File: src/sv/lshe_pkg.sv
`default_nettype none

package lshe_pkg;

    // field widths
    localparam int CHAR_W = 16;
    localparam int HASH_W = 16;
    localparam int MODE_W = 2;
    localparam int CNT_W  = 4;

    // rotate-xor only hashes this many leading characters; count saturates here
    localparam logic [CNT_W-1:0] ROTATE_CHAR_LIMIT = CNT_W'(13);

    // hash mode codes; bit 1 selects case folding, any nonzero selects shift-add
    localparam logic [MODE_W-1:0] MODE_ROTXOR   = 2'd0;
    localparam logic [MODE_W-1:0] MODE_SHADD    = 2'd1;
    localparam logic [MODE_W-1:0] MODE_SHADD_CF = 2'd2;
    localparam int                MODE_FOLD_BIT = 1;

    localparam logic [CHAR_W-1:0] FOLD_MASK = 16'h0020;

    // one character transaction
    typedef struct packed {
        logic [CHAR_W-1:0] char_code;
        logic              first_char;
        logic              last_char;
        logic              empty_string;
    } t_char_item;

    // rotate left by 7
    function automatic logic [HASH_W-1:0] rotl7(input logic [HASH_W-1:0] v);
        return {v[8:0], v[15:9]};
    endfunction

    // h += (h & 0xfff) << 2; h += c + ((h & 0xff) << 8), all mod 2^16
    function automatic logic [HASH_W-1:0] shift_add(input logic [HASH_W-1:0] h,
                                                    input logic [CHAR_W-1:0] c);
        logic [HASH_W-1:0] h1;
        h1 = h + {2'b00, h[11:0], 2'b00};
        return h1 + c + {h1[7:0], 8'h00};
    endfunction

endpackage

`default_nettype wire

File: src/sv/lshe_in_stage.sv
`default_nettype none

module lshe_in_stage (
    input  wire logic                i_clk,
    input  wire logic                i_rst_n,
    input  wire logic                i_in_valid,
    output logic                     o_in_stall,
    input  wire lshe_pkg::t_char_item i_item,
    input  wire logic                i_advance,
    output logic                     o_valid,
    output lshe_pkg::t_char_item     o_item
);

    logic                 r_valid;
    logic                 n_valid;
    lshe_pkg::t_char_item r_item;
    logic                 w_accept;

    // stall upstream only while a held item cannot move on
    assign o_in_stall = r_valid && !i_advance;
    assign w_accept   = i_in_valid && !o_in_stall;

    // occupancy of the input register
    always_comb begin
        priority if (w_accept) begin
            n_valid = 1'b1;
        end else if (i_advance) begin
            n_valid = 1'b0;
        end else begin
            n_valid = r_valid;
        end
    end

    always_ff @(posedge i_clk) begin
        if (!i_rst_n) begin
            r_valid <= 1'b0;
        end else begin
            r_valid <= n_valid;
        end
    end

    // payload capture
    always_ff @(posedge i_clk) begin
        if (w_accept) begin
            r_item <= i_item;
        end
    end

    assign o_valid = r_valid;
    assign o_item  = r_item;

endmodule

`default_nettype wire

File: src/sv/lshe_hash_core.sv
`default_nettype none

module lshe_hash_core (
    input  wire logic                          i_clk,
    input  wire logic                          i_rst_n,
    input  wire logic                          i_valid,
    input  wire lshe_pkg::t_char_item          i_item,
    input  wire logic [lshe_pkg::MODE_W-1:0]   i_mode,
    output logic                               o_advance,
    output logic                               o_out_valid,
    input  wire logic                          i_out_stall,
    output logic [lshe_pkg::HASH_W-1:0]        o_hash_value
);

    logic [lshe_pkg::HASH_W-1:0] r_hash;
    logic [lshe_pkg::HASH_W-1:0] n_hash;
    logic [lshe_pkg::CNT_W-1:0]  r_cnt;
    logic [lshe_pkg::CNT_W-1:0]  n_cnt;
    logic                        r_out_valid;
    logic [lshe_pkg::HASH_W-1:0] r_out_hash;

    logic [lshe_pkg::HASH_W-1:0] w_hash_base;
    logic [lshe_pkg::CNT_W-1:0]  w_cnt_base;
    logic [lshe_pkg::HASH_W-1:0] w_hash_step;
    logic [lshe_pkg::CHAR_W-1:0] w_char;
    logic                        w_below_limit;
    logic                        w_emit;
    logic [lshe_pkg::HASH_W-1:0] w_result;

    // item moves on when the result register is free or being drained
    assign o_advance = i_valid && (!r_out_valid || !i_out_stall);

    // start of string restarts from zero
    assign w_hash_base   = i_item.first_char ? '0 : r_hash;
    assign w_cnt_base    = i_item.first_char ? '0 : r_cnt;
    assign w_below_limit = (w_cnt_base < lshe_pkg::ROTATE_CHAR_LIMIT);

    // character folding for mode with bit 1 set
    assign w_char = i_mode[lshe_pkg::MODE_FOLD_BIT]
                  ? (i_item.char_code | lshe_pkg::FOLD_MASK) : i_item.char_code;

    // one hash step in the current mode
    always_comb begin
        if (i_mode == lshe_pkg::MODE_ROTXOR) begin
            w_hash_step = w_below_limit
                        ? lshe_pkg::rotl7(w_hash_base ^ i_item.char_code) : w_hash_base;
        end else begin
            w_hash_step = lshe_pkg::shift_add(w_hash_base, w_char);
        end
    end

    assign w_emit   = i_item.empty_string || i_item.last_char;
    assign w_result = i_item.empty_string ? '0 : w_hash_step;

    // next running state; cleared at every string end
    always_comb begin
        n_hash = r_hash;
        n_cnt  = r_cnt;
        if (o_advance) begin
            if (w_emit) begin
                n_hash = '0;
                n_cnt  = '0;
            end else begin
                n_hash = w_hash_step;
                n_cnt  = w_below_limit ? (w_cnt_base + 1'b1) : w_cnt_base;
            end
        end
    end

    always_ff @(posedge i_clk) begin
        if (!i_rst_n) begin
            r_hash <= '0;
            r_cnt  <= '0;
        end else begin
            r_hash <= n_hash;
            r_cnt  <= n_cnt;
        end
    end

    // result register
    always_ff @(posedge i_clk) begin
        if (!i_rst_n) begin
            r_out_valid <= 1'b0;
        end else if (o_advance && w_emit) begin
            r_out_valid <= 1'b1;
        end else if (!i_out_stall) begin
            r_out_valid <= 1'b0;
        end
    end

    always_ff @(posedge i_clk) begin
        if (o_advance && w_emit) begin
            r_out_hash <= w_result;
        end
    end

    assign o_out_valid  = r_out_valid;
    assign o_hash_value = r_out_hash;

endmodule

`default_nettype wire

File: src/sv/lisp_string_hash_engine.sv
// channel   direction  handshake                 payload
// in        input      i_in_valid / o_in_stall   i_char_code, i_first_char, i_last_char,
//                                                i_empty_string
// out       output     o_out_valid / i_out_stall o_hash_value
// cfg       input      i_cfg_valid / o_cfg_ready i_cfg_hash_mode
//
// one character per cycle while the result is not stalled; a hash passes through the
// input register, then the result register behind the hash step logic
// synchronous active-low reset clears the running hash, count and result valid,
// and sets hash_mode to shift-add
// a stalled result holds the hash step, so the input register fills and the input stalls
// configuration is always ready; writes belong where no transaction is in flight
`default_nettype none

module lisp_string_hash_engine (
    input  wire logic                        i_clk,
    input  wire logic                        i_rst_n,
    input  wire logic                        i_in_valid,
    output logic                             o_in_stall,
    input  wire logic [lshe_pkg::CHAR_W-1:0] i_char_code,
    input  wire logic                        i_first_char,
    input  wire logic                        i_last_char,
    input  wire logic                        i_empty_string,
    output logic                             o_out_valid,
    input  wire logic                        i_out_stall,
    output logic [lshe_pkg::HASH_W-1:0]      o_hash_value,
    input  wire logic                        i_cfg_valid,
    output logic                             o_cfg_ready,
    input  wire logic [lshe_pkg::MODE_W-1:0] i_cfg_hash_mode
);

    logic [lshe_pkg::MODE_W-1:0] r_mode;
    lshe_pkg::t_char_item        w_in_item;
    lshe_pkg::t_char_item        w_held_item;
    logic                        w_held_valid;
    logic                        w_advance;

    // mode register
    assign o_cfg_ready = 1'b1;

    always_ff @(posedge i_clk) begin
        if (!i_rst_n) begin
            r_mode <= lshe_pkg::MODE_SHADD;
        end else if (i_cfg_valid && o_cfg_ready) begin
            r_mode <= i_cfg_hash_mode;
        end
    end

    assign w_in_item.char_code    = i_char_code;
    assign w_in_item.first_char   = i_first_char;
    assign w_in_item.last_char    = i_last_char;
    assign w_in_item.empty_string = i_empty_string;

    // input register
    lshe_in_stage u_in_stage (
        .i_clk      (i_clk),
        .i_rst_n    (i_rst_n),
        .i_in_valid (i_in_valid),
        .o_in_stall (o_in_stall),
        .i_item     (w_in_item),
        .i_advance  (w_advance),
        .o_valid    (w_held_valid),
        .o_item     (w_held_item)
    );

    // hash step, running state and result register
    lshe_hash_core u_hash_core (
        .i_clk        (i_clk),
        .i_rst_n      (i_rst_n),
        .i_valid      (w_held_valid),
        .i_item       (w_held_item),
        .i_mode       (r_mode),
        .o_advance    (w_advance),
        .o_out_valid  (o_out_valid),
        .i_out_stall  (i_out_stall),
        .o_hash_value (o_hash_value)
    );

`ifndef SYNTH
    // input stalls only behind a held character
    a_stall_needs_item: assert property (@(posedge i_clk) disable iff (!i_rst_n)
        o_in_stall |-> w_held_valid)
        else $error("input stalled with empty input register");

    // hash step only consumes a held character
    a_advance_needs_item: assert property (@(posedge i_clk) disable iff (!i_rst_n)
        w_advance |-> w_held_valid)
        else $error("hash step advanced without a character");

    // empty string into an idle engine yields a zero hash through the input and result registers
    a_empty_gives_zero: assert property (@(posedge i_clk) disable iff (!i_rst_n)
        (i_in_valid && !o_in_stall && i_empty_string && !w_held_valid && !o_out_valid)
        |=> ##1 (o_out_valid && (o_hash_value == '0)))
        else $error("empty string did not produce a zero hash");
`endif

endmodule

`default_nettype wire
File: config.mk
export PLATFORM = sky130hd
export DESIGN_NAME = lisp_string_hash_engine
export DESIGN_NICKNAME = d
export VERILOG_FILES = /design/src/sv/lshe_pkg.sv /design/src/sv/lshe_in_stage.sv /design/src/sv/lshe_hash_core.sv /design/src/sv/lisp_string_hash_engine.sv
export SDC_FILE = /design/constraint.sdc
export NUM_CORES = 1
export LEC_CHECK = 0
export ABC_AREA = 1
export BUFFER_PORTS_ARGS = -buffer_cell sky130_fd_sc_hd__buf_2
export CELL_PAD_IN_SITES_DETAIL_PLACEMENT = 0
export CELL_PAD_IN_SITES_GLOBAL_PLACEMENT = 1
export CORE_MARGIN = 2
export CORE_UTILIZATION = 48
export CTS_BUF_LIST = sky130_fd_sc_hd__clkbuf_16
export DETAILED_ROUTE_END_ITERATION = 10
export PLACE_DENSITY_LB_ADDON = 0.1
export SKIP_LAST_GASP = 1
export SLEW_MARGIN = 20
export SYNTH_ARGS = -nofsm -noshare
export SYNTH_HDL_FRONTEND = slang
export SYNTH_HIERARCHICAL = 1
export SYNTH_SLANG_ARGS = --single-unit
File: constraint.sdc
create_clock -name i_clk -period 6.2 [get_ports i_clk]
set_input_delay 1.24 -clock i_clk [delete_from_list [all_inputs] [get_ports i_clk]]
set_output_delay 1.24 -clock i_clk [all_outputs]
set_load 0.01 [all_outputs]
==> results by group, run 1 <==
Status
  • Status: finished, final reports clean

Timing
  • Max Freq: 196 MHz
  • Final clock skew: ~5.6 ps
  • RSZ-0062 raised after global routing: no
  • Fin. Hold Viols: 0
  • Final slew viol count: 0
  • Final period util: 0.822
  • Min cycle time layout: between 5000 and 6000 ps
  • Slew HR: 0.481
  • Hold slack: 465 ps
  • Setup TNS Final: 0 ps
  • Setup violations, final: 0
  • Actual slew at the worst max-slew pin: ~780 ps

Detailed routing
  • Total Wirelength: between 10000 and 15000 µm
  • Post-route ant nets: 0
  • Pre-antenna DRT Iters: 5
  • DR vias/cell: between 5 and 6
  • Initial drt markers: around 330
  • Avg WL per Cell: 17.0 µm
  • Residual DRC: 0
  • Vias: about 3900

Logic synthesis
  • Number of synthesized flops with an enable pin: 35
  • Fraction of registers with async set/reset: 0
  • Top post-synthesis cells by count: nand2_1, inv_1, a21oi_1
  • Post-synth top area cell: edfxtp_1
  • Sequential fraction of the synthesis area: 0.349
  • Syn nets: 630
  • Largest cells by area after synthesis: edfxtp_1, dfxtp_1, ha_1, nand2_1, inv_1
  • Cell Area, Synth: 4390 µm²
  • Cell with the most instances after synthesis: nand2_1
  • Prevailing post-synth register cell: edfxtp_1
  • Top-area cell type share of the netlist area: 0.240
  • Distinct cells, synth: 47
  • Synth Instances: around 560
  • YS warnings: 6
  • Seq cells post-synth: 59
  • Avg Cell Area, Syn: 7.79 µm²

Global route
  • Vias in the first global route: 3808
  • Gr usage total: 0.259
  • Pin count of the biggest net entering global routing: 23
  • Gr ovfl total: 0
  • Antenna violations before repair: 0
  • First-pass GRT wire length: approximately 20000 µm

Placement
  • Port bufs: 43
  • GPL Wtd Cong: around 1.1
  • HPWL after DPL: about 9500 µm

Die
  • Die height: roughly 100 µm
  • Die W: about 100 µm
  • Core footprint: 8810 µm²
  • Row cnt: 34
  • Num ports: 45
  • Die area: 9920 µm²
  • Initial Util: 0.498

CTS
  • CTS tree: yes
  • Clock transition at path regs: 50 ps
  • Post-cts resize count: 0
  • Post-CTS setup buffers: 0
  • Htree depth: 3
  • CTS Hold Bufs: 0
  • CTS root buf: clkbuf_16
  • Clock Sinks: 59
  • Max Root-Sink Buffers: 2
  • Clock Latency Late Sink: between 300 and 400 ps
  • CTS Buf Count: 9

Cells and area
  • Post-layout nets: 671
  • Final core occ: 0.565
  • N_diodes: 0
  • Area growth syn-to-layout: 13.5%
  • Share of layout cells above drive strength 1: 0.164

Min path
  • WHS Path Cells: 2
  • Worst min path class: flop to flop

Setup path
  • Critical Path AT: 5270 ps
  • Crit end category: flop
  • WP data required: around 6400 ps
  • Worst r2r path cells: 24
  • Setup CP Type: flop to flop
  • Critical Path Start Type: flop
  • CP max FO: 15

Power and ir drop
  • Total leakage power: 2.40 nW
  • Maximum VDD drop: 166 µV
  • Power Dens Cells: about 230 nW/µm²

Run
  • Max Cap Violations: 0
[final cells by class]
class,count,area [µm²]
clock buffer,9,225
clock inverter,7,67.6
fill,850,3830
inverter,93,349
multi-input combinational,396,2440
sequential,59,1530
tap,108,135
timing repair buffer,45,230
[flip-flops by register name, indices dropped and copies added, names as in the netlist]
register	cells
u_in_stage/o_item	19
u_hash_core/o_hash_value	16
u_hash_core/r_hash	16
u_hash_core/r_cnt	4
r_mode	2
u_hash_core/o_out_valid	1
u_in_stage/o_valid	1
[metal layers]
metal / share of wire / global-route usage / vias to the layer above
li1: - / - / 1939
met1: 0.45 / 0.334 / 1769
met2: 0.46 / 0.431 / 159
met3: 0.054 / 0.0372 / 30
met4: 0.033 / 0.116 / 0
met5: 0 / 0 / -
[final timing paths]
path / slack [ps] / to / startpoint
setup / recovery: 1100 / u_hash_core/o_hash_value[14]$_SDFFCE_PP0P_ / u_in_stage/o_item[2]$_DFFE_PP_
hold / removal: 460 / r_mode[0]$_SDFFE_PN1P_ / r_mode[0]$_SDFFE_PN1P_
setup reg to reg: 1100 / u_hash_core/o_hash_value[14]$_SDFFCE_PP0P_ / u_in_stage/o_item[2]$_DFFE_PP_
hold reg to reg: 460 / r_mode[0]$_SDFFE_PN1P_ / r_mode[0]$_SDFFE_PN1P_
[kinds of logic after synthesis]
group,after synthesis,share of synthesized area
AO/OA/AOI/OAI,117,0.150
XOR/XNOR,24,0.0496
adder cells (fa/ha/maj),41,0.129
buffers and inverters,108,0.0972
flip-flops,59,0.349
other,1,0.000855
AND/OR/NAND/NOR,213,0.224
[through the flow]
step	instance area, µm²	cells	setup WS, ps	total power [mW]
after CTS	4980	717	1120	1.14
after global routing	4980	717	795	1.18
after global placement	4680	701	1250	0.639
final	4980	717	1100	1.13
after detailed placement	4680	701	1150	0.640
after floorplan	4390	563	2330	0.579
[cell usage in the layout, fill, tap and decap left out, types with 9 or more instances in the layout]
master,Yosys,layout
nor2_1,54,52
nand2_2,9,9
a21oi_1,58,58
clkbuf_16,0,9
inv_1,89,89
nand2_1,95,95
xor2_1,16,16
edfxtp_1,35,35
dfxtp_1,24,24
o21ai_0,30,30
ha_1,34,34
nand3_1,28,28
buf_2,5,43
[where the power goes]
group / total, mW / switching, mW / internal, mW / leakage (nW)
Clock: 0.494 / 0.185 / 0.309 / 0.139
Sequential: 0.456 / 0.0152 / 0.441 / 0.530
Combinational: 0.180 / 0.120 / 0.0598 / 1.73
Total: 1.13 / 0.320 / 0.810 / 2.40
[worst max-delay path: stages (launching register included)]
cell and delay, ps:
edfxtp_1 630, inv_2 290, nand2_1 150, inv_1 50, ha_1 340, nand4_1 110
nand2_1 90, inv_1 70, nor2_2 40, nor2_4 140, nand2_4 90, a21oi_1 210
nor3_1 80, nor3_1 220, xor2_1 130, fa_1 500, inv_1 40, ha_1 350
inv_1 100, nor3_1 380, nand3_1 200, nand3_1 130, nand2_1 50, o21ai_0 390
nor2b_1 180
Power figures use the tool's default switching activity.
==> run 2, diff against run 1 <==
ABC_AREA = 0   (was 1)
CORE_UTILIZATION = 46   (was 48)
clock period = 5.15 ns   (was 6.2 ns; I/O delays follow)
==> run 2 against run 1 <==
  * Wire length fell by 3.4%
  * Global-route usage fell by 1.7 points
  * Core utilization fell by 2.2 points
  * Critical endpoint is now u_hash_core/o_hash_value[15]$_SDFFCE_PP0P_
  * Largest power group unchanged
  * Highest routed layer unchanged
==> results by group, run 2 <==
Timing
  • Final slew viol count: 0
  • Final period util: 0.943
  • RSZ-0062 raised after global routing: no
  • Slew HR: 0.451
  • Setup violations, final: 0
  • Max Freq: 206 MHz
  • Actual slew at the worst max-slew pin: between 800 and 900 ps
  • Fin. Hold Viols: 0
  • Final clock skew: roughly 7 ps
  • Min setup slack post-route: roughly 290 ps
  • Min cycle time layout: between 4000 and 5000 ps
  • Setup TNS Final: 0 ps

Power and ir drop
  • Clock share of power: 0.435
  • Sw Share: 0.275
  • Power Dens Cells: ~270 nW/µm²
  • P_sw: approximately 0.38 mW
  • Comb power frac: 0.160
  • Total leakage power: approximately 2.2 nW
  • Final Power: around 1.4 mW
  • P_int: about 1 mW
  • Sequential power share: 0.405
  • Maximum VDD drop: 192 µV

Detailed routing
  • WL met3: approximately 600 µm
  • Total Wirelength: between 10000 and 15000 µm
  • Initial drt markers: ~340
  • Met1 wire length: 5610 µm
  • Avg WL per Cell: 18.3 µm
  • DR WL met2: roughly 5300 µm
  • Post-route ant nets: 0
  • Vias: 3608
  • DR vias/cell: between 5 and 6
  • DR top layer: met4
  • Residual DRC: 0
  • Pre-antenna DRT Iters: 5

Setup path
  • CP max FO: 6
  • Crit end category: flop
  • Setup CP Type: flop to flop
  • Critical Path AT: 5050 ps
  • Critical Path Start Type: flop
  • WP data required: around 5400 ps

Placement
  • HPWL after DPL: ~9000 µm
  • Post-Place Cells: approximately 630
  • Setup WS pre-CTS: roughly 75 ps
  • Port bufs: 43
  • GPL Wtd Cong: around 0.96

Cells and area
  • Final core occ: 0.543
  • N_diodes: 0
  • Max reg flops: 19
  • Final std cells w/o fill: 643
  • Register area: between 1500 and 2000 µm²
  • Area growth syn-to-layout: 15.9%
  • Most common cell after layout, fill and taps aside: nor2_1
  • Most frequent cells in the layout: nor2_1, buf_2, a21oi_1, edfxtp_1
  • Share of layout cells above drive strength 1: 0.164
  • Fill cells: slightly above 800
  • Multi-input gate area: between 2000 and 3000 µm²
  • Post-layout nets: ~590

Global route
  • Pin count of the biggest net entering global routing: 22
  • Antenna violations before repair: 0
  • Gr ovfl total: 0
  • First-pass GRT wire length: about 18000 µm
  • Gr usage total: 0.242
  • Vias in the first global route: roughly 3300

Die
  • Num ports: 45
  • Die height: between 100 and 150 µm
  • Core footprint: around 9000 µm²
  • Initial Util: 0.469
  • Row cnt: 35
  • Die W: roughly 100 µm
  • Die area: ~10000 µm²

Logic synthesis
  • Top post-synthesis cells by count: nor2_1, a21oi_1, edfxtp_1
  • Cell Area, Synth: about 4300 µm²
  • Avg Cell Area, Syn: 8.87 µm²
  • Top-area cell type share of the netlist area: 0.245
  • Seq cells post-synth: between 50 and 60
  • Largest family of logic cells by synthesized area: simple AND/OR/NAND/NOR gates
  • Post-synthesis mux area share: 0.00700
  • YS warnings: 6
  • Distinct cells, synth: 60
  • Synth Instances: 484
  • Cell with the most instances after synthesis: nor2_1
  • Sequential fraction of the synthesis area: 0.357
  • Post-synth top area cell: edfxtp_1
  • Number of synthesized flops with an enable pin: 35
  • Xor/xnor share of the synthesized area: 0.0793
  • Simple-Gate Fraction of Synth Area: 0.197
  • Fraction of registers with async set/reset: 0
  • Largest cells by area after synthesis: edfxtp_1, dfxtp_1, ha_1, xnor2_1, nor2_1
  • Prevailing post-synth register cell: edfxtp_1
  • Synth Area in Adders: 0.137
  • Syn nets: roughly 550
  • Synth Area in Compound Gates: 0.173

CTS
  • CTS Buf Count: 9
  • CTS Hold Bufs: 0
  • Htree depth: 3
  • Clock transition at path regs: approximately 60 ps
  • Max Root-Sink Buffers: 2
  • CTS root buf: clkbuf_16
  • Clock Sinks: 59
  • Clock Latency Late Sink: 330 ps
  • CTS tree: yes

Status
  • Status: finished, final reports clean

Run
  • Max Cap Violations: 0

Min path
  • Worst min path class: flop to flop
[run 2: cell count changes in the layout (fill, tap and decap cells not counted), moves of 11 or more]
| cell | before | now |
|---|---|---|
| nand3_1 | 28 | 17 |
| nor2b_1 | 1 | 29 |
| a21oi_1 | 58 | 35 |
| inv_1 | 89 | 30 |
| xnor2_1 | 7 | 26 |
| nand2_1 | 95 | 34 |
[run 2: worst paths after layout]
kind                                              from                                          to  slack, ps  depth (start not counted)
hold / removal    u_hash_core/o_out_valid$_SDFFE_PN0P_        u_hash_core/o_out_valid$_SDFFE_PN0P_        480                          2
hold reg to reg   u_hash_core/o_out_valid$_SDFFE_PN0P_        u_hash_core/o_out_valid$_SDFFE_PN0P_        480                          2
setup / recovery        u_in_stage/o_item[2]$_DFFE_PP_  u_hash_core/o_hash_value[15]$_SDFFCE_PP0P_        290                         18
setup reg to reg        u_in_stage/o_item[2]$_DFFE_PP_  u_hash_core/o_hash_value[15]$_SDFFCE_PP0P_        290                         18
[run 2: routing by layer]
layer / global-route usage / up-vias
li1: - / 1779
met3: 0.0368 / 15
met2: 0.369 / 138
met1: 0.347 / 1676
met4: 0.0917 / 0
met5: 0 / -
[run 2: worst max-delay path, stage by stage, from the launching register on]
cell and delay, ps:
edfxtp_1 440, clkbuf_2 190, nor2b_1 70, ha_1 200, ha_1 230, o32ai_4 350
nor2_1 80, maj3_1 360, o22a_1 210, xnor2_1 130, nor2_1 130, fa_1 440
ha_1 360, nand2_1 160, o41ai_4 460, o22ai_1 160, xnor2_1 190, or4_1 480
nand3_1 80
[run 2: stage by stage]
step                area (µm²)  hold WS (ps)
floorplan                 4290           443
global placement          4630           467
detailed placement        4630           474
CTS                       4920           483
global route              4970           511
finish                    4970           483
[run 2: cell families (layout without fill, tap and decap cells)]
| family | Yosys count | count (layout) |
|---|---|---|
| flip-flops | 59 | 59 |
| AND/OR/NAND/NOR | 167 | 167 |
| AO/OA/AOI/OAI | 120 | 120 |
| other | 1 | 1 |
| adder cells (fa/ha/maj) | 43 | 43 |
| multiplexers | 3 | 3 |
| XOR/XNOR | 38 | 38 |
| buffers and inverters | 53 | 101 |
[run 2: final cells by class]
class,count,area share
repair buffers,54,0.0594
inverters,31,0.0234
multi-input cells,372,0.522
clock inverters,7,0.0138
clock buffers,9,0.0453
well taps,111,0.0279
flip-flops and latches,59,0.308
[run 2: power groups by stage]
stage / Combinational (mW) / Clock (mW) / Sequential (mW)
2_1_floorplan: 0.144 / 0 / 0.556
3_3_place_gp: 0.211 / 0 / 0.562
3_5_place_dp: 0.211 / 0 / 0.562
4_1_cts: 0.213 / 0.600 / 0.553
5_1_grt: 0.240 / 0.621 / 0.556
6_report: 0.218 / 0.593 / 0.552
[run 2: repair_timing]
action | in CTS | in global routing
endpoints found under the setup margin | 0 | 8
buffers inserted | 0 | 1
gates resized for setup | 0 | 7
